--- src/rtl/otc_pkg.sv ---
// ----------------------------------------------------------------------------
// otc_pkg
// Shared widths and types for the online threshold clusterer.
// ----------------------------------------------------------------------------
`default_nettype none

package otc_pkg;

    localparam int CRD_W = 16;   // Q8.8 coordinate
    localparam int SUM_W = 28;   // per-axis coordinate sum
    localparam int CNT_W = 10;   // member count, limit is at most 1000
    localparam int CFG_W = 16;   // widest config register
    localparam int SQ_W  = 2 * CRD_W;

    localparam logic REG_THRESHOLD     = 1'b0;
    localparam logic REG_BRANCH_FACTOR = 1'b1;

    localparam logic [6:0] BRANCH_MIN = 7'd2;
    localparam logic [6:0] BRANCH_MAX = 7'd100;

    // Tag that travels with one centroid element through the distance unit
    typedef struct packed {
        logic valid;
        logic last;     // last axis of the entry
    } dist_tag_t;

endpackage

`default_nettype wire

--- src/rtl/otc_dist.sv ---
// ----------------------------------------------------------------------------
// otc_dist
// Squared-distance unit: one axis per cycle through a shared multiplier,
// accumulated per entry; reports the entry distance after its last axis.
// ----------------------------------------------------------------------------
`default_nettype none

module otc_dist
#(
    parameter int DIST_W = 35
)
(
    input  wire logic                               clk,
    input  wire logic                               rst_n,
    input  wire otc_pkg::dist_tag_t                 tag,       // with address issue
    input  wire logic signed [otc_pkg::CRD_W-1:0]   pt_coord,  // with address issue
    input  wire logic signed [otc_pkg::CRD_W-1:0]   cent,      // in the cycle after issue
    output logic                                    entry_done,
    output logic [DIST_W-1:0]                       entry_dist
);
    import otc_pkg::*;

    dist_tag_t                t1_reg;
    dist_tag_t                t2_reg;
    logic signed [CRD_W-1:0]  pt1_reg;
    logic [SQ_W-1:0]          sq_reg;
    logic [DIST_W-1:0]        acc_reg;
    logic                     done_reg;
    logic [DIST_W-1:0]        dist_reg;

    logic signed [CRD_W:0]    diff;
    logic signed [2*CRD_W+1:0] prod;
    logic [DIST_W-1:0]        acc_sum;

    assign diff    = (CRD_W+1)'(pt1_reg) - (CRD_W+1)'(cent);
    assign prod    = diff * diff;
    assign acc_sum = acc_reg + DIST_W'(sq_reg);

    always_ff @(posedge clk or negedge rst_n)
    begin
        if (!rst_n)
        begin
            t1_reg   <= '0;
            t2_reg   <= '0;
            done_reg <= 1'b0;
            acc_reg  <= '0;
        end
        else
        begin
            t1_reg   <= tag;
            t2_reg   <= t1_reg;
            done_reg <= t2_reg.valid && t2_reg.last;
            if (t2_reg.valid)
                acc_reg <= t2_reg.last ? '0 : acc_sum;
        end
    end

    always_ff @(posedge clk)
    begin
        pt1_reg <= pt_coord;
        sq_reg  <= prod[SQ_W-1:0];
        if (t2_reg.valid && t2_reg.last)
            dist_reg <= acc_sum;
    end

    assign entry_done = done_reg;
    assign entry_dist = dist_reg;

endmodule

`default_nettype wire

--- config.mk ---
export PLATFORM = sky130hd
export DESIGN_NAME = otc_dist
export DESIGN_NICKNAME = d
export VERILOG_FILES = /design/src/rtl/otc_pkg.sv /design/src/rtl/otc_dist.sv
export SDC_FILE = /design/constraint.sdc
export NUM_CORES = 1
export LEC_CHECK = 0
export BUFFER_PORTS_ARGS = -buffer_cell sky130_fd_sc_hd__buf_2
export CAP_MARGIN = 20
export CORE_MARGIN = 4
export CORE_UTILIZATION = 50
export DETAILED_ROUTE_END_ITERATION = 8
export PLACE_DENSITY = 0.73
export SYNTH_ARGS = -nofsm -noshare
export SYNTH_HDL_FRONTEND = slang
export SYNTH_SLANG_ARGS = --single-unit
--- constraint.sdc ---
create_clock -name clk -period 13.6 [get_ports clk]
set_clock_uncertainty 0.1 [all_clocks]
set_input_delay 3.4 -clock clk [delete_from_list [all_inputs] [get_ports clk]]
set_output_delay 3.4 -clock clk [all_outputs]
set_load 0.02 [all_outputs]
==> qor.json, run 1 <==
{
  "status": "completed",
  "rsz0062_at_grt": "no",
  "yosys-top-cells-area": "sky130_fd_sc_hd__fa_1 (34%), sky130_fd_sc_hd__ha_1 (10%), sky130_fd_sc_hd__inv_1 (8.5%), sky130_fd_sc_hd__edfxtp_1 (7.0%), sky130_fd_sc_hd__dfrtp_1 (6.6%)",
  "drc": 0,
  "htree_levels": 4,
  "detailedRoute.firstPassIterationCount": 5,
  "finalWeightedCongestion": 0.949,
  "mappedNetlistNets": 1962,
  "ctsLongestPathBuffers": 2,
  "use_met3": 0.0443,
  "synth_area_leader_cell": "sky130_fd_sc_hd__fa_1",
  "layout-area-overhead-vs-synth_pct": 9.96,
  "maxCapViolations": 0,
  "post_synth.cell_area_avg_sq_um": 9.78,
  "yosysWarningCount": 0,
  "cts.reportedPaths.clkPinSlew_ns": 0.06,
  "grt_pass1_wl_mm": 57.3,
  "final_max_slew_viol_count": 0,
  "synth.ff_latch_count": 122,
  "fillCellCount": 2637,
  "postSynth.asyncResetShare": 0.328,
  "worstSetupPathType": "input port to flop",
  "post_cts_hold_buffer_count": 0,
  "cts_buffers": 17,
  "synth_enable_flop_cells": 35,
  "critPathCaptureType": "flop",
  "postSynthCellCount": 1541,
  "critical_path.reg2reg.startpoint": "pt1_reg[0]$_DFF_P_",
  "final_layout_size_suffix_gt1_frac": 0.0892,
  "worst_hold_path_type": "flop to flop",
  "starting_density_of_the_core": 0.507,
  "critical_path.max_fanout": 23,
  "synth_sequential_area_ratio": 0.199,
  "final_net_count": 2034,
  "core.rowCount": 63,
  "critical_path_required_ns": 13.86,
  "total_routing_resource_utilization_after_global_routing": 0.215,
  "rr_endpoint": "sq_reg[31]$_DFF_P_",
  "port_buffers": 71,
  "multiInputGateArea_sq_mm": 0.0106,
  "max_slew.worst_pin.slew_ns": 0.960,
  "coreArea_sq_mm": 0.0297,
  "grt-busiest-layer": "met2",
  "cts_tree": "yes",
  "critical_path.endpoint": "sq_reg[31]$_DFF_P_",
  "routed-via-count": 10528,
  "layoutNonFillerInstCount": 2016,
  "synthMostInstantiatedCell": "sky130_fd_sc_hd__inv_1",
  "routed_wirelength_mm": 33.7,
  "critPathMaxStageDelay_ns": 0.61,
  "numClockSinks": 122,
  "timing.critical_path.from_type": "input port",
  "yosys_most_used_dff": "sky130_fd_sc_hd__dfxtp_1",
  "die_width_um": 182,
  "reg2reg_setup_slack_ns": 4.46,
  "design.die.area_sq_mm": 0.0330,
  "overflow": 0,
  "grt_start_max_net_pins": 41,
  "slew-limit-headroom": 0.359,
  "fmax_mhz": 84.3,
  "timing.critical_path.arrival_ns": 12.13,
  "vias_per_cell": 5.22,
  "final-hold-violation-count": 0,
  "dpl.cell_count": 1983,
  "detail_route.iter0.violations": 642,
  "mean_routed_wirelength_per_cell_um": 16.7,
  "clk-insertion-delay-late_ns": 0.44,
  "cp-startpoint": "cent[0]",
  "cts_repair_resize_count": 0,
  "final_antenna_net_count": 0,
  "grtUsageMet1": 0.287,
  "synth.top_cell.area_share": 0.344,
  "ctsRootBufferMaster": "sky130_fd_sc_hd__clkbuf_16",
  "detailedPlacementHpwl_mm": 26.9,
  "synth.distinct_cells": 66,
  "number_of_antenna_violations_at_the_first_check_in_global_routing": 0,
  "grt_pass1_vias": 11548,
  "syn-cell-area_sq_mm": 0.0151,
  "slowest_stage": "sky130_fd_sc_hd__fa_1",
  "finalSetupTns_ns": 0,
  "top_level_ports": 72,
  "grt_util_met2": 0.362,
  "worst_path_most_repeated_cell": "sky130_fd_sc_hd__fa_1",
  "final_min_period_over_clock_period": 0.873,
  "post-cts-setup-buffers": 0,
  "die_span_y_um": 182,
  "r2r_cells": 33,
  "finalSetupViolCount": 0,
  "final_period_minus_worst_setup_slack_ns": 11.87,
  "synth_top_cells_by_count": "sky130_fd_sc_hd__inv_1 (340), sky130_fd_sc_hd__fa_1 (259), sky130_fd_sc_hd__nor2_1 (133)",
  "diodes": 0,
  "seqCellArea_sq_mm": 0.00299
}
==> worst min path at each step <==
stage | startpoint | endpoint | slack, ns | depth (start not counted)
after floorplan | t1_reg[0]$_DFF_PN0_ | t2_reg[0]$_DFF_PN0_ | 0.23 | 0
after CTS | t1_reg[1]$_DFF_PN0_ | t2_reg[1]$_DFF_PN0_ | 0.26 | 0
final | t1_reg[1]$_DFF_PN0_ | t2_reg[1]$_DFF_PN0_ | 0.26 | 0
after global routing | t1_reg[1]$_DFF_PN0_ | t2_reg[1]$_DFF_PN0_ | 0.27 | 0
after detailed placement | t1_reg[1]$_DFF_PN0_ | t2_reg[1]$_DFF_PN0_ | 0.24 | 0
after global placement | t1_reg[1]$_DFF_PN0_ | t2_reg[1]$_DFF_PN0_ | 0.25 | 0
==> cells in the final DEF (no fill, tap or decap), types with 12 or more instances in the layout <==
cell type and n:
sky130_fd_sc_hd__inv_1 340, sky130_fd_sc_hd__fa_1 259, sky130_fd_sc_hd__nor2_1 132, sky130_fd_sc_hd__ha_1 126
sky130_fd_sc_hd__nand2_1 107, sky130_fd_sc_hd__buf_2 71, sky130_fd_sc_hd__xnor2_1 63, sky130_fd_sc_hd__a21oi_1 55
sky130_fd_sc_hd__dfxtp_1 47, sky130_fd_sc_hd__dfrtp_1 40, sky130_fd_sc_hd__edfxtp_1 35, sky130_fd_sc_hd__o21ai_0 34
sky130_fd_sc_hd__a21o_1 24, sky130_fd_sc_hd__a22o_1 24, sky130_fd_sc_hd__xor2_1 18, sky130_fd_sc_hd__nand3_1 18
sky130_fd_sc_hd__clkbuf_16 17, sky130_fd_sc_hd__nor2b_1 16, sky130_fd_sc_hd__buf_4 14, sky130_fd_sc_hd__o21a_1 13
sky130_fd_sc_hd__nand2b_1 12, sky130_fd_sc_hd__and3_1 12
==> metal layers <==
layer,vias up,part of all wire
li1,4985,-
met5,-,0
met2,277,0.48
met4,0,0.017
met1,5220,0.44
met3,46,0.060
==> worst max-delay path, delay by kind of cell <==
kind,cells,cell delay [ns]
fa+ha+maj,9,4.07
xor+xnor,1,0.16
buf+inv,6,0.85
simple gates,6,1.41
compound gates,11,2.19
==> metrics by stage <==
| step | util | area (sq um) | setup WS [ns] | hold slack, ns |
|---|---|---|---|---|
| finish | 0.558 | 16600 | 1.73 | 0.258 |
| global route | 0.558 | 16600 | 1.05 | 0.269 |
| CTS | 0.557 | 16600 | 1.78 | 0.265 |
| detailed placement | 0.535 | 15900 | 1.34 | 0.242 |
| global placement | 0.535 | 15900 | 1.68 | 0.246 |
| floorplan | - | 15100 | 2.56 | 0.231 |
==> cell families after synthesis <==
kind of cell / after synthesis / share of synthesized area
mux: 1 / 0.000664
compound gates: 228 / 0.109
simple gates: 340 / 0.0996
flops: 122 / 0.199
buf+inv: 383 / 0.0959
fa+ha+maj: 385 / 0.449
xor+xnor: 82 / 0.0481
==> cell type report <==
cell class,count,area share
Clock buffer,20,0.0269
Tap cell,390,0.0294
Clock inverter,12,0.0128
Timing Repair Buffer,86,0.0290
Inverter,350,0.0793
Multi-Input combinational cell,1036,0.642
Sequential cell,122,0.181
Power of run 1 is not shown: default switching activity piles up to over one toggle a cycle in this logic, so the estimate is an artifact.
==> run 2, diff against run 1 <==
--- a/config.mk
+++ b/config.mk
@@ -5,11 +5,14 @@
 export SDC_FILE = /design/constraint.sdc
 export NUM_CORES = 1
 export LEC_CHECK = 0
+export ABC_AREA = 1
 export BUFFER_PORTS_ARGS = -buffer_cell sky130_fd_sc_hd__buf_2
 export CAP_MARGIN = 20
 export CORE_MARGIN = 4
 export CORE_UTILIZATION = 50
+export CTS_CLUSTER_SIZE = 40
 export DETAILED_ROUTE_END_ITERATION = 8
+export GPL_ROUTABILITY_DRIVEN = 0
 export PLACE_DENSITY = 0.73
 export SYNTH_ARGS = -nofsm -noshare
 export SYNTH_HDL_FRONTEND = slang
==> qor.json, run 2 <==
{
  "fmax": {"value": 92.5, "unit": "MHz", "change": "+9.8%"},
  "rsz0062_at_grt": "no",
  "slowest_stage": "sky130_fd_sc_hd__fa_1",
  "yosys_most_used_dff": "sky130_fd_sc_hd__dfxtp_1",
  "final_net_count": {"value": 2448, "change": "+20%"},
  "final_max_slew_viol_count": {"value": 0, "change": "unchanged"},
  "critical_path.max_fanout": {"value": 23, "change": "unchanged"},
  "yosys-top-cells-area": "sky130_fd_sc_hd__fa_1 (32%), sky130_fd_sc_hd__inv_1 (11%), sky130_fd_sc_hd__ha_1 (9.7%), sky130_fd_sc_hd__nand2_1 (8.3%), sky130_fd_sc_hd__edfxtp_1 (6.5%)",
  "cts.reportedPaths.clkPinSlew": {"value": 0.06, "unit": "ns", "change": "about the same"},
  "timing.critical_path.from_type": "input port",
  "core.rowCount": {"value": 65, "change": "+3.2%"},
  "synth.distinct_cells": {"value": 50, "change": "-24%"},
  "numClockSinks": {"value": 122, "change": "unchanged"},
  "critical_path_required": {"value": 13.83, "unit": "ns", "change": "-0.03 ns"},
  "clk-insertion-delay-late": {"value": 0.44, "unit": "ns", "change": "about the same"},
  "synth_top_cells_by_count": "sky130_fd_sc_hd__inv_1 (476), sky130_fd_sc_hd__nand2_1 (360), sky130_fd_sc_hd__fa_1 (259)",
  "cts_tree": "yes",
  "post_cts_hold_buffer_count": {"value": 0, "change": "unchanged"},
  "post-cts-setup-buffers": {"value": 0, "change": "unchanged"},
  "multiInputGateArea": {"value": 0.0113, "unit": "sq mm", "change": "+6.0%"},
  "slew-limit-headroom": {"value": 0.340, "change": "-0.0185"},
  "post_synth.cell_area_avg": {"value": 8.31, "unit": "sq um", "change": "-15%"},
  "ctsRootBufferMaster": "sky130_fd_sc_hd__clkbuf_16",
  "grt_start_max_net_pins": {"value": 41, "change": "unchanged"},
  "worst_path_most_repeated_cell": "sky130_fd_sc_hd__fa_1",
  "coreArea": {"value": 0.0318, "unit": "sq mm", "change": "+7.0%"},
  "maxCapViolations": {"value": 0, "change": "unchanged"},
  "final-hold-violation-count": {"value": 0, "change": "unchanged"},
  "synth_enable_flop_cells": {"value": 35, "change": "unchanged"},
  "port_buffers": {"value": 71, "change": "unchanged"},
  "synth_sequential_area_ratio": {"value": 0.184, "change": "-0.0143"},
  "top_level_ports": {"value": 72, "change": "unchanged"},
  "synth_area_leader_cell": "sky130_fd_sc_hd__fa_1",
  "synth.top_cell.area_share": {"value": 0.319, "change": "-0.0247"},
  "layout.cells.most_common": "sky130_fd_sc_hd__inv_1",
  "overflow": {"value": 0, "change": "unchanged"},
  "die_span_y": {"value": 188, "unit": "um", "change": "+3.6%"},
  "layout-area-overhead-vs-synth_pct": 8.56,
  "postSynth.asyncResetShare": {"value": 0.328, "change": "unchanged"},
  "synth.ff_latch_count": {"value": 122, "change": "unchanged"},
  "worstSetupPathType": "input port to flop",
  "mean_routed_wirelength_per_cell": {"value": 15.5, "unit": "um", "change": "-7.5%"},
  "timing.critical_path.arrival": {"value": 11.04, "unit": "ns", "change": "-1.09 ns"},
  "seqCellArea": {"value": 0.00299, "unit": "sq mm", "change": "unchanged"},
  "diodes": {"value": 0, "change": "unchanged"},
  "routed-via-count": {"value": 12860, "change": "+22%"},
  "mappedNetlistNets": {"value": 2375, "change": "+21%"},
  "critPathMaxStageDelay": {"value": 0.84, "unit": "ns", "change": "+0.23 ns"},
  "fillCellCount": {"value": 2874, "change": "+9.0%"},
  "final_cell_mix": "sky130_fd_sc_hd__inv_1 (476), sky130_fd_sc_hd__nand2_1 (360), sky130_fd_sc_hd__fa_1 (259)",
  "vias_per_cell": {"value": 5.20, "change": "-0.50%"},
  "drc": {"value": 0, "change": "unchanged"},
  "final_antenna_net_count": {"value": 0, "change": "unchanged"},
  "postSynthCellCount": {"value": 1954, "change": "+27%"},
  "final_period_minus_worst_setup_slack": {"value": 10.81, "unit": "ns", "change": "-1.06 ns"},
  "yosysWarningCount": {"value": 0, "change": "unchanged"},
  "final_min_period_over_clock_period": {"value": 0.795, "change": "-0.0777"},
  "htree_levels": {"value": 4, "change": "unchanged"},
  "routed_wirelength": {"value": 38.3, "unit": "mm", "change": "+14%"},
  "syn-cell-area": {"value": 0.0162, "unit": "sq mm", "change": "+7.7%"},
  "cts_repair_resize_count": {"value": 0, "change": "unchanged"},
  "detail_route.iter0.violations": {"value": 1010, "change": "+57%"},
  "finalSetupTns": {"value": 0, "unit": "ns", "change": "unchanged"},
  "max_slew.worst_pin.slew": {"value": 0.990, "unit": "ns", "change": "+0.0301 ns"},
  "cts_buffers": {"value": 17, "change": "unchanged"},
  "critPathCaptureType": "flop",
  "finalSetupViolCount": {"value": 0, "change": "unchanged"},
  "status": "completed",
  "die_width": {"value": 188, "unit": "um", "change": "+3.6%"},
  "detailedRoute.firstPassIterationCount": {"value": 6, "change": "+1"},
  "design.die.area": {"value": 0.0354, "unit": "sq mm", "change": "+7.4%"},
  "worst_hold_path_type": "flop to flop",
  "starting_density_of_the_core": {"value": 0.511, "change": "+0.00346"},
  "synthMostInstantiatedCell": "sky130_fd_sc_hd__inv_1",
  "final_layout_size_suffix_gt1_frac": {"value": 0.0789, "change": "-0.0103"},
  "ctsLongestPathBuffers": {"value": 2, "change": "unchanged"},
  "grt_pass1_vias": {"value": 13619, "change": "+18%"},
  "number_of_antenna_violations_at_the_first_check_in_global_routing": {"value": 0, "change": "unchanged"},
  "grt_pass1_wl": {"value": 65.3, "unit": "mm", "change": "+14%"},
  "detailedPlacementHpwl": {"value": 31.9, "unit": "mm", "change": "+19%"},
  "total_routing_resource_utilization_after_global_routing": {"value": 0.229, "change": "+0.0142"}
}
==> run 2: cell count changes in the layout (fill, tap and decap cells not counted), sizes merged, moves of 16 or more <==
cell | previous run | this run
nor2 | 133 | 194
nor2b | 16 | 0
inv | 349 | 494
nand3 | 18 | 72
nand2 | 107 | 371
xor2 | 19 | 42
xnor2 | 63 | 14
a21oi | 58 | 87
==> run 2: cells by family (layout without fill, tap and decap cells) <==
kind of cell,count (synthesis),after routing,share of synthesized area
adder cells (fa/ha/maj),385,385,0.416
buffers and inverters,513,599,0.121
multiplexers,1,1,0.000616
XOR/XNOR,56,56,0.0339
flip-flops,122,122,0.184
AND/OR/NAND/NOR,700,700,0.182
AO/OA/AOI/OAI,177,177,0.0622
==> run 2: area by class of cell <==
type	instances	area share
Tap cell	435	0.0309
Clock inverter	14	0.00625
Inverter	489	0.104
Timing Repair Buffer	78	0.0231
Sequential cell	122	0.170
Clock buffer	18	0.0255
Multi-Input combinational cell	1319	0.640
==> run 2: layer usage <==
| metal | routed length, um | GRT usage |
|---|---|---|
| met5 | 0 | 0 |
| met4 | 1390 | 0.0872 |
| met3 | 2370 | 0.0404 |
| met2 | 18700 | 0.390 |
| met1 | 15800 | 0.294 |
==> run 2: path summary, 6_finish.rpt <==
kind,from,endpoint,slack [ns],cells past startpoint
max in group asynchronous,rst_n,acc_reg[21]$_DFFE_PN0P_,9.76,1
min,t1_reg[1]$_DFF_PN0_,t2_reg[1]$_DFF_PN0_,0.26,0
max reg2reg,pt1_reg[0]$_DFF_P_,sq_reg[30]$_DFF_P_,5.53,28
min reg2reg,t1_reg[1]$_DFF_PN0_,t2_reg[1]$_DFF_PN0_,0.26,0
min in group asynchronous,rst_n,entry_done$_DFF_PN0_,3.03,1
max,cent[0],sq_reg[30]$_DFF_P_,2.79,28
==> run 2: critical path, delay by kind of cell <==
kind / cells / cell delay [ns]
buffers and inverters: 5 / 1.10
AOI/OAI and AO/OA: 1 / 0.20
and+or+nand+nor: 13 / 1.79
adders and majority gates: 9 / 4.50
==> run 2: per-stage QoR <==
| stage | worst slack, ns | cell area (sq um) | utilization | hold WS [ns] | std cells |
|---|---|---|---|---|---|
| detailed placement | 2.38 | 17100 | 0.537 | 0.244 | 2443 |
| CTS | 2.81 | 17600 | 0.554 | 0.264 | 2475 |
| global route | 2.34 | 17600 | 0.554 | 0.273 | 2475 |
| global placement | 2.58 | 17100 | 0.537 | 0.248 | 2443 |
| floorplan | 3.75 | 16200 | - | 0.231 | 1954 |
| finish | 2.79 | 17600 | 0.554 | 0.258 | 2475 |
Power of run 2 is left out for the same reason.
