### config.mk
export PLATFORM = sky130hd
export DESIGN_NAME = otc_div
export DESIGN_NICKNAME = d
export VERILOG_FILES = /design/src/rtl/otc_pkg.sv /design/src/rtl/otc_div.sv
export SDC_FILE = /design/constraint.sdc
export NUM_CORES = 1
export LEC_CHECK = 0
export BUFFER_PORTS_ARGS = -buffer_cell sky130_fd_sc_hd__buf_2
export CORE_MARGIN = 5
export CORE_UTILIZATION = 52
export CTS_CLUSTER_SIZE = 16
export DETAILED_ROUTE_END_ITERATION = 6
export PLACE_DENSITY = 0.8
export REMOVE_ABC_BUFFERS = 1
export SLEW_MARGIN = 0
export SYNTH_ARGS = -nofsm -noshare
export SYNTH_HDL_FRONTEND = slang
export SYNTH_SLANG_ARGS = --single-unit
### constraint.sdc
create_clock -name clk -period 2.1 [get_ports clk]
set_input_delay 0.315 -clock clk [delete_from_list [all_inputs] [get_ports clk]]
set_output_delay 0.315 -clock clk [all_outputs]
set_load 0.02 [all_outputs]
### src/rtl/otc_pkg.sv
// ----------------------------------------------------------------------------
// otc_pkg
// Shared widths and types for the online threshold clusterer.
// ----------------------------------------------------------------------------
`default_nettype none

package otc_pkg;

    localparam int CRD_W = 16;   // Q8.8 coordinate
    localparam int SUM_W = 28;   // per-axis coordinate sum
    localparam int CNT_W = 10;   // member count, limit is at most 1000
    localparam int CFG_W = 16;   // widest config register
    localparam int SQ_W  = 2 * CRD_W;

    localparam logic REG_THRESHOLD     = 1'b0;
    localparam logic REG_BRANCH_FACTOR = 1'b1;

    localparam logic [6:0] BRANCH_MIN = 7'd2;
    localparam logic [6:0] BRANCH_MAX = 7'd100;

    // Tag that travels with one centroid element through the distance unit
    typedef struct packed {
        logic valid;
        logic last;     // last axis of the entry
    } dist_tag_t;

endpackage

`default_nettype wire

### src/rtl/otc_div.sv
// ----------------------------------------------------------------------------
// otc_div
// Iterative signed-by-unsigned divider, one quotient bit per cycle,
// truncating toward zero. Produces the centroid coordinate sum / count.
// ----------------------------------------------------------------------------
`default_nettype none

module otc_div
(
    input  wire logic                               clk,
    input  wire logic                               rst_n,
    input  wire logic                               start,
    input  wire logic signed [otc_pkg::SUM_W-1:0]   dividend,
    input  wire logic [otc_pkg::CNT_W-1:0]          divisor,
    output logic                                    done,
    output logic signed [otc_pkg::CRD_W-1:0]        quotient
);
    import otc_pkg::*;

    localparam int IW = $clog2(SUM_W);

    logic              busy_reg;
    logic              done_reg;
    logic [IW-1:0]     iter_reg;
    logic [SUM_W-1:0]  q_reg;
    logic [CNT_W:0]    rem_reg;
    logic [CNT_W-1:0]  dvs_reg;
    logic              neg_reg;

    logic [CNT_W:0]    rem_sh;
    logic              ge;
    logic [CRD_W-1:0]  q_lo;

    assign rem_sh = {rem_reg[CNT_W-1:0], q_reg[SUM_W-1]};
    assign ge     = rem_sh >= {1'b0, dvs_reg};
    assign q_lo   = q_reg[CRD_W-1:0];

    always_ff @(posedge clk or negedge rst_n)
    begin
        if (!rst_n)
        begin
            busy_reg <= 1'b0;
            done_reg <= 1'b0;
            iter_reg <= '0;
        end
        else
        begin
            done_reg <= 1'b0;
            if (start)
            begin
                busy_reg <= 1'b1;
                iter_reg <= IW'(SUM_W - 1);
            end
            else if (busy_reg)
            begin
                iter_reg <= iter_reg - 1'b1;
                if (iter_reg == '0)
                begin
                    busy_reg <= 1'b0;
                    done_reg <= 1'b1;
                end
            end
        end
    end

    always_ff @(posedge clk)
    begin
        if (start)
        begin
            neg_reg <= dividend[SUM_W-1];
            q_reg   <= dividend[SUM_W-1] ? SUM_W'(-dividend) : SUM_W'(dividend);
            rem_reg <= '0;
            dvs_reg <= divisor;
        end
        else if (busy_reg)
        begin
            rem_reg <= ge ? (rem_sh - {1'b0, dvs_reg}) : rem_sh;
            q_reg   <= {q_reg[SUM_W-2:0], ge};
        end
    end

    assign done     = done_reg;
    assign quotient = neg_reg ? $signed(-q_lo) : $signed(q_lo);

endmodule

`default_nettype wire

==> results of run 1 <==
## repair_timing
action,in CTS,in global routing
resized for setup,40,36
hold endpoints to repair,7,0
endpoints found under the setup margin,17,23
buffers inserted,5,3
pin swaps,10,17
hold buffers,1,0
## power groups by stage
stage | Combinational (W) | Sequential [W] | Clock (W)
5_1_grt | 0.00231 | 0.00157 | 0.000792
6_report | 0.00215 | 0.00155 | 0.000733
3_3_place_gp | 0.00161 | 0.00154 | 0
2_1_floorplan | 0.00106 | 0.00152 | 0
3_5_place_dp | 0.00166 | 0.00154 | 0
4_1_cts | 0.00183 | 0.00153 | 0.000736
## area by class of cell
cell class              instances  area, um2
clock buffers                   8        121
fillers                       571       2250
inverters                      24       90.1
multi-input cells             304       2360
flip-flops and latches         56       1550
well taps                      99        124
repair buffers                102        652
## worst paths after layout
kind	from	to	cells past startpoint
min	divisor[7]	dvs_reg[7]	1
max reg2reg	dvs_reg[0]	rem_reg[6]	9
max	q_reg[0]	quotient[12]	7
min reg2reg	rem_reg[4]	rem_reg[4]	2
max in group asynchronous	rst_n	iter_reg[1]	2
min in group asynchronous	rst_n	iter_reg[4]	2
## stage by stage
stage	cell area, um2	setup slack, ns
CTS	4690	-0.140
finish	4890	-0.261
global placement	4360	-0.148
floorplan	3670	-0.118
global route	4890	-0.342
detailed placement	4360	-0.233
## synth_stat cells (all sizes together) (2+ instances only)
cell	count
a2111oi	2
a211o	2
a211oi	3
a21o	3
a21oi	26
a311oi	6
a31oi	2
a41oi	3
and3	8
buf	3
clkbuf	18
dfrtp	7
dfxtp	10
edfxtp	39
ha	14
inv	24
mux2	3
mux2i	2
nand2	33
nand2b	3
nand3	7
nand4	6
nand4b	2
nor2	40
nor2b	5
nor3	10
nor4	6
nor4b	2
o2111ai	2
o21ai	14
o311ai	2
o31ai	17
o41ai	8
or2	4
or3	3
or4	4
xnor2	23
xor2	23
## layer usage
layer	up-vias	GRT usage, %	wire [um]
li1	1679	-	-
met1	1683	27.3	4030
met2	149	34.3	4910
met3	31	4.03	673
met4	0	10.1	356
met5	-	0	0
## logic make-up (layout without fill, tap and decap cells)
kind of cell               after synthesis  after routing
and+or+nand+nor                        138            138
AOI/OAI and AO/OA                      100            100
buffers and inverters                   45            134
xor gates and xnor gates                46             46
DFF                                     56             56
muxes                                    5              5
adders and majority gates               15             15
==> reports/results.txt, run 1 <==
The run finished, with violations left. The checks that failed: negative setup slack. STA puts the critical path data arrival time at 2.05 ns. The number of I/O port buffers came out at 57. The mapped netlist covers 3760 um2. Dividing the detail-routed via count by the number of cells gives 5.97.

Summing the areas of all and, or, nand and nor instances in the mapped netlist gives 18.4% of the synthesized area. The layout overhead on the synthesized area is 29.9%. For the power after layout, the log shows 0.00443 W. Critical path class: flip-flop to primary output. The tools report the part of the Yosys area used for sequential elements as 41.1%.

Top-area cell type share of the netlist area: 31.1%. Clock latency on the worst-skew pair, taken at its later pin, is 0.31 ns. At the pin with the least slew margin, the transition time is 0.660 ns.

The count of endpoints failing hold in the final timing report came out at 0. The die is 95.1 um tall. The max-cap check violation count is 0. Master of the slowest instance on the critical path: edfxtp_1. The library cell used most frequently in the layout, excluding fill and tap cells, is buf_4. Once placement completed, the tool counted placed cells totaling 577.

The tree is rooted in a clkbuf_8. The final worst setup slack came out at -0.261 ns. The final-stage net count came out at 549.

The logs give 0 for the number of max-slew violations in the final report and 68.5% for the final cell utilization of the core. The number of flip-flops under the largest register name is 28, and the setup violation total in the final timing report is 10. At the end of routability-driven placement, the weighted congestion stood at 0.889. The logs give 4 for the length of the first detailed-routing pass in iterations and 3542 for the number of vias after detailed routing.

For this run, the top clock speed supported by timing is 423 MHz. Measured against its own limit, the worst slew margin works out to 56.0%. Proportion of layout cells with a drive suffix above 1: 33.4%.

After synthesis, the share of flip-flops with an asynchronous set or reset is 12.5%. The maximum buffer depth of the clock tree is 2, and the switching power share of the total is 38.2%. The HPWL after detailed placement came out at 6.74 mm. Entering global routing, the biggest net connects 38 pins. For flop-to-flop paths, the worst setup slack is -0.04 ns. For this run, the total global-route usage over all layers was measured as 21.2%. The first routing iteration left 231 violations. Global routing finished with a remaining overflow of 0.

The combinational group share of total power is 48.4%, and the part of the total power dissipated in sequential elements is 35.1%. Synthesized-area fraction occupied by adder cells: 5.18%. The worst setup path is captured at a primary output. The element type at the critical path start was a flip-flop. The worst-case vdd ir drop is 0.389 mV. The setup skew after layout is 0.00839 ns, and the post-route fraction of the period consumed by the critical path is 112%. TritonCTS built the clock tree. In this run, synthesis produced a sequential element count of 56. The biggest area contributor in the post-synthesis netlist is edfxtp_1. In this run the mean area of a mapped cell was 9.30 um2. For this run, the leading register cell type out of synthesis is edfxtp_1. Summed over all failing endpoints, the final setup total negative slack is -1.16 ns. The total clock buffers created by CTS came out at 5. 58 I/O pins were placed.

The worst-path maximum fanout was 3; the number of antenna-violating nets in the routed design was 0. Synthesis handed over a netlist of 405 instances. The clock network is responsible for 16.5% of the overall power.

Summed over all layers, the routed wires come to 9.96 mm. The run gives 52.8% as the initial core utilization. The signal on the critical path passes through inv_1, ha_2, nor2b_4, nand3_4, o31ai_4, xnor2_1, buf_4.

The count of cells in the finished layout, fillers not included, comes to 593. The critical path contains buffers and inverters numbering 2 combined. After clock tree synthesis, the clock-pin slew on the worst setup and hold paths is 0.10 ns. After detailed routing, the average wire length per cell comes to 16.8 um. The die covers 9040 um2. Of the post-synthesis cell area, the part taken by muxes is 1.43%. The warning count from the yosys run is 0. After floorplanning, the core was divided into 31 placement rows. The minimum clock period after layout works out to 2.36 ns. The wire length of the first global-routing pass was 15.3 mm. The class of the most critical hold timing path was input port to flip-flop. Data on the critical path is required at its endpoint by 1.78 ns. The cell family contributing the most delay on the critical path is flip-flops.

The share of the synthesized area in compound gates (AO/OA/AOI/OAI) works out to 18.4%. The floorplan core area came out at 7140 um2. The number of synthesized flops with an enable pin was 39.

On the worst path, the slowest cell contributes a delay of 0.48 ns. Number of antenna violations at the first check in global routing: 0. The run gives 59 as the unique cell type count in the Yosys netlist. Static leakage power: 2.00 nW. Setup repair after global routing could not meet its margin everywhere.

The number of global-route vias before repair was 3352; the die span in x was 95.1 um. Cell internal power was estimated by the tool at 0.00274 W. The logs give 2 for the depth of the CTS H-tree and 0.169 ns for the final hold slack. The number of antenna cells inserted is 0. Leaving out fill and tap cells, the most frequent cells in the layout are buf_4, buf_2, edfxtp_1.

Largest family of logic cells by synthesized area: simple AND/OR/NAND/NOR gates. In this run the power density over the cells is 907 nW/um2. In this run the power spent charging and discharging nets is 0.00170 W. After detailed routing, the number of remaining DRC violations is 0. Xor/xnor share of the synthesized area: 10.7%. Sorting the synthesized cells by area gives the leading types as edfxtp_1, xnor2_1, xor2_1. The number of clock sinks came out at 56.
(Power assumes the default switching activity.)
==> run 2: changes to the inputs <==
- CELL_PAD_IN_SITES_DETAIL_PLACEMENT: unset -> 1
- CELL_PAD_IN_SITES_GLOBAL_PLACEMENT: unset -> 1
- CORE_UTILIZATION: 52 -> 40
==> reports/results.txt, run 2 (synthesized netlist as in run 1, its figures left out) <==
The run finished, with violations left. Violations in the final reports: negative setup slack (unchanged). The tools report the number of max-slew violations in the final report as 0 (unchanged). The master of the slowest instance on the critical path was edfxtp_1 (unchanged). The class of the most critical hold timing path is input port to flip-flop (unchanged).

The number of clock sinks was 56 (unchanged). Number of flip-flops under the largest register name: 28 (unchanged). The logs give 5 (unchanged) for the total clock buffers created by CTS and 3692 (was 3352) for the number of global-route vias before repair. The largest stage delay on the critical path is 0.49 ns (was 0.48 ns), and the die span in x is 107 um (was 95.1 um). The number of antenna-violating nets in the routed design is 0 (unchanged). The wire length of the first global-routing pass was 18.2 mm (was 15.3 mm). The gate family responsible for the most delay along the worst path was flip-flops (unchanged). Setup skew after layout: 0.00464 ns (was 0.00839 ns). The pin count of the biggest net entering global routing was 67 (was 38); the static leakage power was 2.08 nW (was 2.00 nW). The tools report the initial core utilization as 40.9% (was 52.8%). The insertion delay to the later sink of the worst-skew pair is 0.33 ns (was 0.31 ns), and the total die area is 11500 um2 (was 9040 um2). The tools report the worst-case vdd ir drop as 0.387 mV (was 0.389 mV).

The count of standard-cell rows was 35 (was 31). The number of vias after detailed routing is 3601 (was 3542). The depth of the CTS H-tree was 2 (unchanged). Remaining routing DRC violations: 0 (unchanged). Number of standard cells in the final layout excluding fillers: 616 (was 593). The element type at the critical path start is a flip-flop (unchanged). For the final cell utilization of the core, the log shows 55.5% (was 68.5%). The most common cell after layout, fill and taps aside was buf_4 (unchanged).

The tools report the worst slew margin relative to its limit as 60.4% (was 56.0%). Setup repair after global routing could not meet its margin everywhere. The max-cap check violation count was 0 (unchanged). The tools report the hold path startpoint as divisor[4] (was divisor[7]). The post-detailed-routing wire length was 12.4 mm (was 9.96 mm). The worst-path maximum fanout is 3 (unchanged), and the global-route usage over all layers is 19.6% (was 21.2%). Final weighted congestion in routability-driven placement: 0.857 (was 0.889).

The logs give -0.266 ns (was -0.233 ns) for the minimum setup slack after placement and 2.03 ns (was 2.05 ns) for the worst path arrival time. For the final-stage net count, the log shows 560 (was 549). The count of endpoints failing hold in the final timing report came out at 0 (unchanged).

The critical path class is flip-flop to primary output (unchanged). Length of the first detailed-routing pass in iterations: 4 (unchanged). The run gives 0 (unchanged) as the number of antenna cells inserted. Transition time at the pin with the least slew margin: 0.588 ns (was 0.660 ns).

The clock transition at the registers of the reported paths came out at 0.11 ns (was 0.10 ns). The number of I/O port buffers was 57 (unchanged); the fmax was 426 MHz (was 423 MHz). The tools report the worst flop-to-flop path startpoint as q_reg[27] (was dvs_reg[0]). The start point of the critical path was q_reg[1] (was q_reg[0]).

The tools report the master cell of the clock root buffer as clkbuf_8 (unchanged). The proportion of layout cells with a drive suffix above 1 came out at 38.2% (was 33.4%). TritonCTS built the clock tree. The tools report the floorplan core area as 9200 um2 (was 7140 um2). The kind of end point of the critical path is a primary output (unchanged). The power density relative to cell area came out at 912 nW/um2 (was 907 nW/um2). The count of boundary I/O pins was 58 (unchanged). The accumulated negative setup slack is -1.88 ns (was -1.16 ns), and the layout overhead on the synthesized area is 35.5% (was 29.9%). Total instance count after detailed placement: 591 (was 577).

The power after layout is 0.00465 W (was 0.00443 W), and the HPWL after detailed placement is 8.20 mm (was 6.74 mm). The number of antenna violations at the first check in global routing was 0 (unchanged); the setup violation total in the final timing report was 15 (was 10). The tools report the total grt overflow as 0 (unchanged). Top library cells by usage in the layout, fill and taps aside: buf_4, buf_2, edfxtp_1 (unchanged). The required time of the worst setup path came out at 1.78 ns (about the same).

Ordered cell list for the critical path: inv_2, ha_4, nor2b_4, nand3_2, o31ai_2, xnor2_1, buf_4 (was inv_1, ha_2, nor2b_4, nand3_4, o31ai_4, xnor2_1, buf_4). Minimum clock period after layout: 2.35 ns (was 2.36 ns). The count of routing violations after the opening detailed-route iteration is 180 (was 231). The number of buffer and inverter stages on the critical path was 2 (unchanged); the height of the die was 107 um (was 95.1 um).

The final routed wire length divided by cell count was 20.1 um (was 16.8 um); the number of vias per cell was 5.85 (was 5.97). The post-route fraction of the period consumed by the critical path was 112% (about the same). The run gives -0.247 ns (was -0.261 ns) as the final worst setup slack.

The run gives 2 (unchanged) as the maximum buffer depth of the clock tree.
==> run 2: cell count changes in the layout (fill, tap and decap cells not counted), sizes merged <==
cell	delta
inv	+2
clkinv	+1
buf	+11
clkbuf	-3
==> run 2: report_power, final <==
group | total [W] | internal (W) | switching [W]
clock | 0.000655 | 0.000247 | 0.000408
combinational | 0.00243 | 0.00111 | 0.00131
sequential | 0.00157 | 0.00138 | 0.000188
==> run 2: what timing repair did <==
action,CTS,global route
buffers inserted,4,12
hold endpoints to repair,7,0
gates resized for setup,46,57
endpoints found under the setup margin,21,24
pin swaps,15,22
hold buffers,1,0
==> run 2: worst paths after layout <==
check / endpoint / slack [ns] / cells after the start
max in group asynchronous: iter_reg[3] / 1.57 / 2
min in group asynchronous: iter_reg[0] / 0.37 / 2
setup / recovery: quotient[12] / -0.25 / 7
hold / removal: dvs_reg[4] / 0.15 / 1
setup reg to reg: rem_reg[6] / -0.09 / 10
hold reg to reg: iter_reg[1] / 0.55 / 2
==> run 2: routing by layer <==
| layer | vias up | track usage (%) | wire (um) |
|---|---|---|---|
| met5 | - | 0 | 0 |
| met4 | 0 | 5.84 | 230 |
| met3 | 18 | 2.89 | 424 |
| met2 | 91 | 35.6 | 6720 |
| met1 | 1791 | 24.0 | 5030 |
| li1 | 1701 | - | - |
==> run 2: through the flow <==
stage / area, um2 / hold WS (ns)
after detailed placement: 4400 / 0.157
after global placement: 4400 / 0.157
after global routing: 5100 / 0.137
final: 5100 / 0.153
after CTS: 4720 / 0.149
after floorplan: 3670 / 0.0194
==> run 2: layout make-up <==
cell class | instances | area, um2
inverter | 24 | 90.1
timing repair buffer | 113 | 757
clock buffer | 5 | 68.8
tap | 111 | 139
clock inverter | 3 | 26.3
sequential | 56 | 1550
fill | 1042 | 4100
multi-input combinational | 304 | 2470
==> run 3: changes to the inputs <==
- PLACE_DENSITY: 0.8 -> unset
- PLACE_DENSITY_LB_ADDON: unset -> 0.12
- clock period: 2.1 -> 1.9 ns (I/O delays scaled with it)
==> reports/results.txt, run 3 (synthesized netlist as in run 1, its figures left out) <==
Violations in the final reports: negative setup slack (unchanged). Transition time at the pin with the least slew margin: 0.424 ns (was 0.588 ns). The master cell of the clock root buffer was clkbuf_8 (unchanged).

Worst flop-to-flop path startpoint: dvs_reg[6] (was q_reg[27]). The number of buffer and inverter stages on the critical path was 4 (was 2); the clock transition at the registers of the reported paths was 0.11 ns (about the same). The logs give 0.32 ns (was 0.33 ns) for the insertion delay to the later sink of the worst-skew pair and 9200 um2 (unchanged) for the floorplan core area.

For the length of the first detailed-routing pass in iterations, the log shows 4 (unchanged). Count of standard-cell rows: 35 (unchanged). The gate family responsible for the most delay along the worst path was buffers and inverters (was flip-flops).

The number of antenna cells inserted is 0 (unchanged), and the number of cells on the worst hold path is 1 (unchanged). The run finished, with violations left. The post-detailed-routing wire length is 12.9 mm (was 12.4 mm).

The number of cell instances on the worst register-to-register path is 9 (was 10). The power after layout was 0.00586 W (was 0.00465 W). Max-cap check violation count: 0 (unchanged). Static timing analysis puts the maximum clock frequency at 437 MHz.

Proportion of layout cells with a drive suffix above 1: 46.9% (was 38.2%). The class of the most critical hold timing path is input port to flip-flop (unchanged). The count of boundary I/O pins is 58 (unchanged), and the depth of the CTS H-tree is 2 (unchanged).

For the setup skew after layout, the log shows 0.0128 ns (was 0.00464 ns). The tools report the final hold slack as 0.127 ns (was 0.153 ns). Remaining routing DRC violations: 0 (unchanged). The tools report the register area as 1550 um2 (unchanged). The hold path startpoint was divisor[2] (was divisor[4]). Among the stages of the critical path, the cell type that occurs most often is buf_4. The tools report the end point of the most critical hold path as dvs_reg[2] (was dvs_reg[4]).

The worst-case vdd ir drop is 0.425 mV (was 0.387 mV). The run gives 0 (unchanged) as the number of antenna violations at the first check in global routing. The post-route fraction of the period consumed by the critical path was 121%; the largest stage delay on the critical path was 0.42 ns (was 0.49 ns). The run gives 3779 (was 3601) as the number of vias after detailed routing. The element type at the critical path start was a flip-flop (unchanged). The final-stage net count was 609 (was 560); the final weighted congestion in routability-driven placement was 0.868 (was 0.857). The required time of the worst setup path came out at 1.62 ns (was 1.78 ns).

Top library cells by usage in the layout, fill and taps aside: buf_4, buf_2, edfxtp_1 (unchanged). The worst setup slack for register-to-register paths is -0.19 ns (was -0.09 ns), and the worst slew margin relative to its limit is 71.4% (was 60.4%). The layout overhead on the synthesized area came out at 51.5% (was 35.5%). The tools report the pin count of the biggest net entering global routing as 49 (was 67). The master of the slowest instance on the critical path was edfxtp_1 (unchanged). Setup repair after global routing could not meet its margin everywhere.

For the static leakage power, the log shows 2.41 nW (was 2.08 nW). The smallest clock period supported by the final layout is computed as 2.29 ns. The number of I/O port buffers works out to 57 (unchanged). Initial core utilization: 40.9% (unchanged). The most common cell after layout, fill and taps aside is buf_4 (unchanged).

The count of routing violations after the opening detailed-route iteration was 139 (was 180). The number of vias per cell is 5.68 (was 5.85), and the worst path arrival time is 2.00 ns (was 2.03 ns). The height of the die was 107 um (unchanged); the final worst setup slack was -0.390 ns (was -0.247 ns). The number of flip-flops under the largest register name is 28 (unchanged), and the number of antenna-violating nets in the routed design is 0 (unchanged). Critical path class: flip-flop to primary output (unchanged). The logs give 11500 um2 (unchanged) for the total die area and 2 (unchanged) for the maximum buffer depth of the clock tree. The tools report the kind of end point of the critical path as a primary output (unchanged). The number of fill cells in the layout was 1009 (was 1042); the number of global-route vias before repair was 3990 (was 3692). The final routed wire length divided by cell count came out at 19.3 um (was 20.1 um). The count of endpoints failing hold in the final timing report was 0 (unchanged). The setup violation total in the final timing report is 24 (was 15). The run gives 0 (unchanged) as the total grt overflow. Ordered cell list for the critical path: nor4_2, buf_4, buf_6, nand3_4, buf_4, nand2_1, xnor2_1, buf_4 (was inv_2, ha_4, nor2b_4, nand3_2, o31ai_2, xnor2_1, buf_4). The number of clock sinks came out at 56 (unchanged). For the number of max-slew violations in the final report, the log shows 0 (unchanged).

Global-route usage over all layers: 21.9% (was 19.6%). The wire length of the first global-routing pass is 20.0 mm (was 18.2 mm). The power density relative to cell area came out at 1030 nW/um2 (was 912 nW/um2).

The HPWL after detailed placement was 8.37 mm (was 8.20 mm). TritonCTS built the clock tree. The worst-path maximum fanout was 3 (unchanged).

The total clock buffers created by CTS is 5 (unchanged), and the area used by multi-input combinational logic is 2620 um2 (was 2470 um2). The tools report the destination of the worst register-to-register timing path as rem_reg[6] (unchanged). Die span in x: 107 um (unchanged).
## run 3: power by group
| part | switching [W] | internal, W |
|---|---|---|
| sequential | 0.000177 | 0.00153 |
| clock | 0.000434 | 0.000426 |
| combinational | 0.00169 | 0.00160 |
| total | 0.00230 | 0.00356 |
## run 3: worst max-delay path by stage
| stage | startpoint | end | cells after the start |
|---|---|---|---|
| 6_report | q_reg[6] | quotient[10] | 8 |
| 2_1_floorplan | dvs_reg[2] | rem_reg[5] | 7 |
| 5_1_grt | q_reg[6] | quotient[12] | 7 |
| 4_1_cts | q_reg[3] | quotient[12] | 7 |
| 3_3_place_gp | dividend[18] | q_reg[26] | 6 |
| 3_5_place_dp | dvs_reg[6] | rem_reg[9] | 9 |
## run 3: routing by layer
layer | up-vias | GRT usage (%) | part of all wire [%] | wire length [um]
li1 | 1791 | - | - | -
met2 | 89 | 41.2 | 54 | 6890
met4 | 0 | 6.30 | 3.0 | 390
met5 | - | 0 | 0 | 0
met1 | 1867 | 25.6 | 40 | 5190
met3 | 32 | 3.13 | 3.0 | 392
## run 3: stage by stage
step,util [%],instances,instance area [um2],setup TNS [ns],worst slack (ns)
2_1_floorplan,-,384,3670,-2.65,-0.318
3_3_place_gp,52.1,641,4790,-4.75,-0.340
3_5_place_dp,52.1,641,4790,-5.66,-0.412
4_1_cts,59.5,658,5470,-4.57,-0.407
5_1_grt,62.0,665,5700,-6.77,-0.477
6_report,62.0,665,5700,-4.53,-0.390
## run 3: repair_timing
item                       CTS  global route
setup buffers               10             9
pin swaps                   36            24
hold endpoints to repair     7             0
resized for setup           98            39
setup endpoints to repair   27            29
hold buffers                 1             0
## run 3: area by class of cell
type | count | area share, %
Clock buffer | 7 | 2.08
Clock inverter | 1 | 0.154
Inverter | 24 | 1.58
Multi-Input combinational cell | 304 | 45.9
Sequential cell | 56 | 27.1
Tap cell | 111 | 2.44
Timing Repair Buffer | 162 | 20.7
## run 3: worst register-to-register path, cell delays in order, from the launching register on
cell and delay, ns:
edfxtp_1 0.40, inv_2 0.08, ha_4 0.20, buf_6 0.12, a21oi_4 0.15, o22ai_2 0.11
and2_4 0.19, buf_4 0.17, nor4_1 0.42, a2111oi_2 0.13
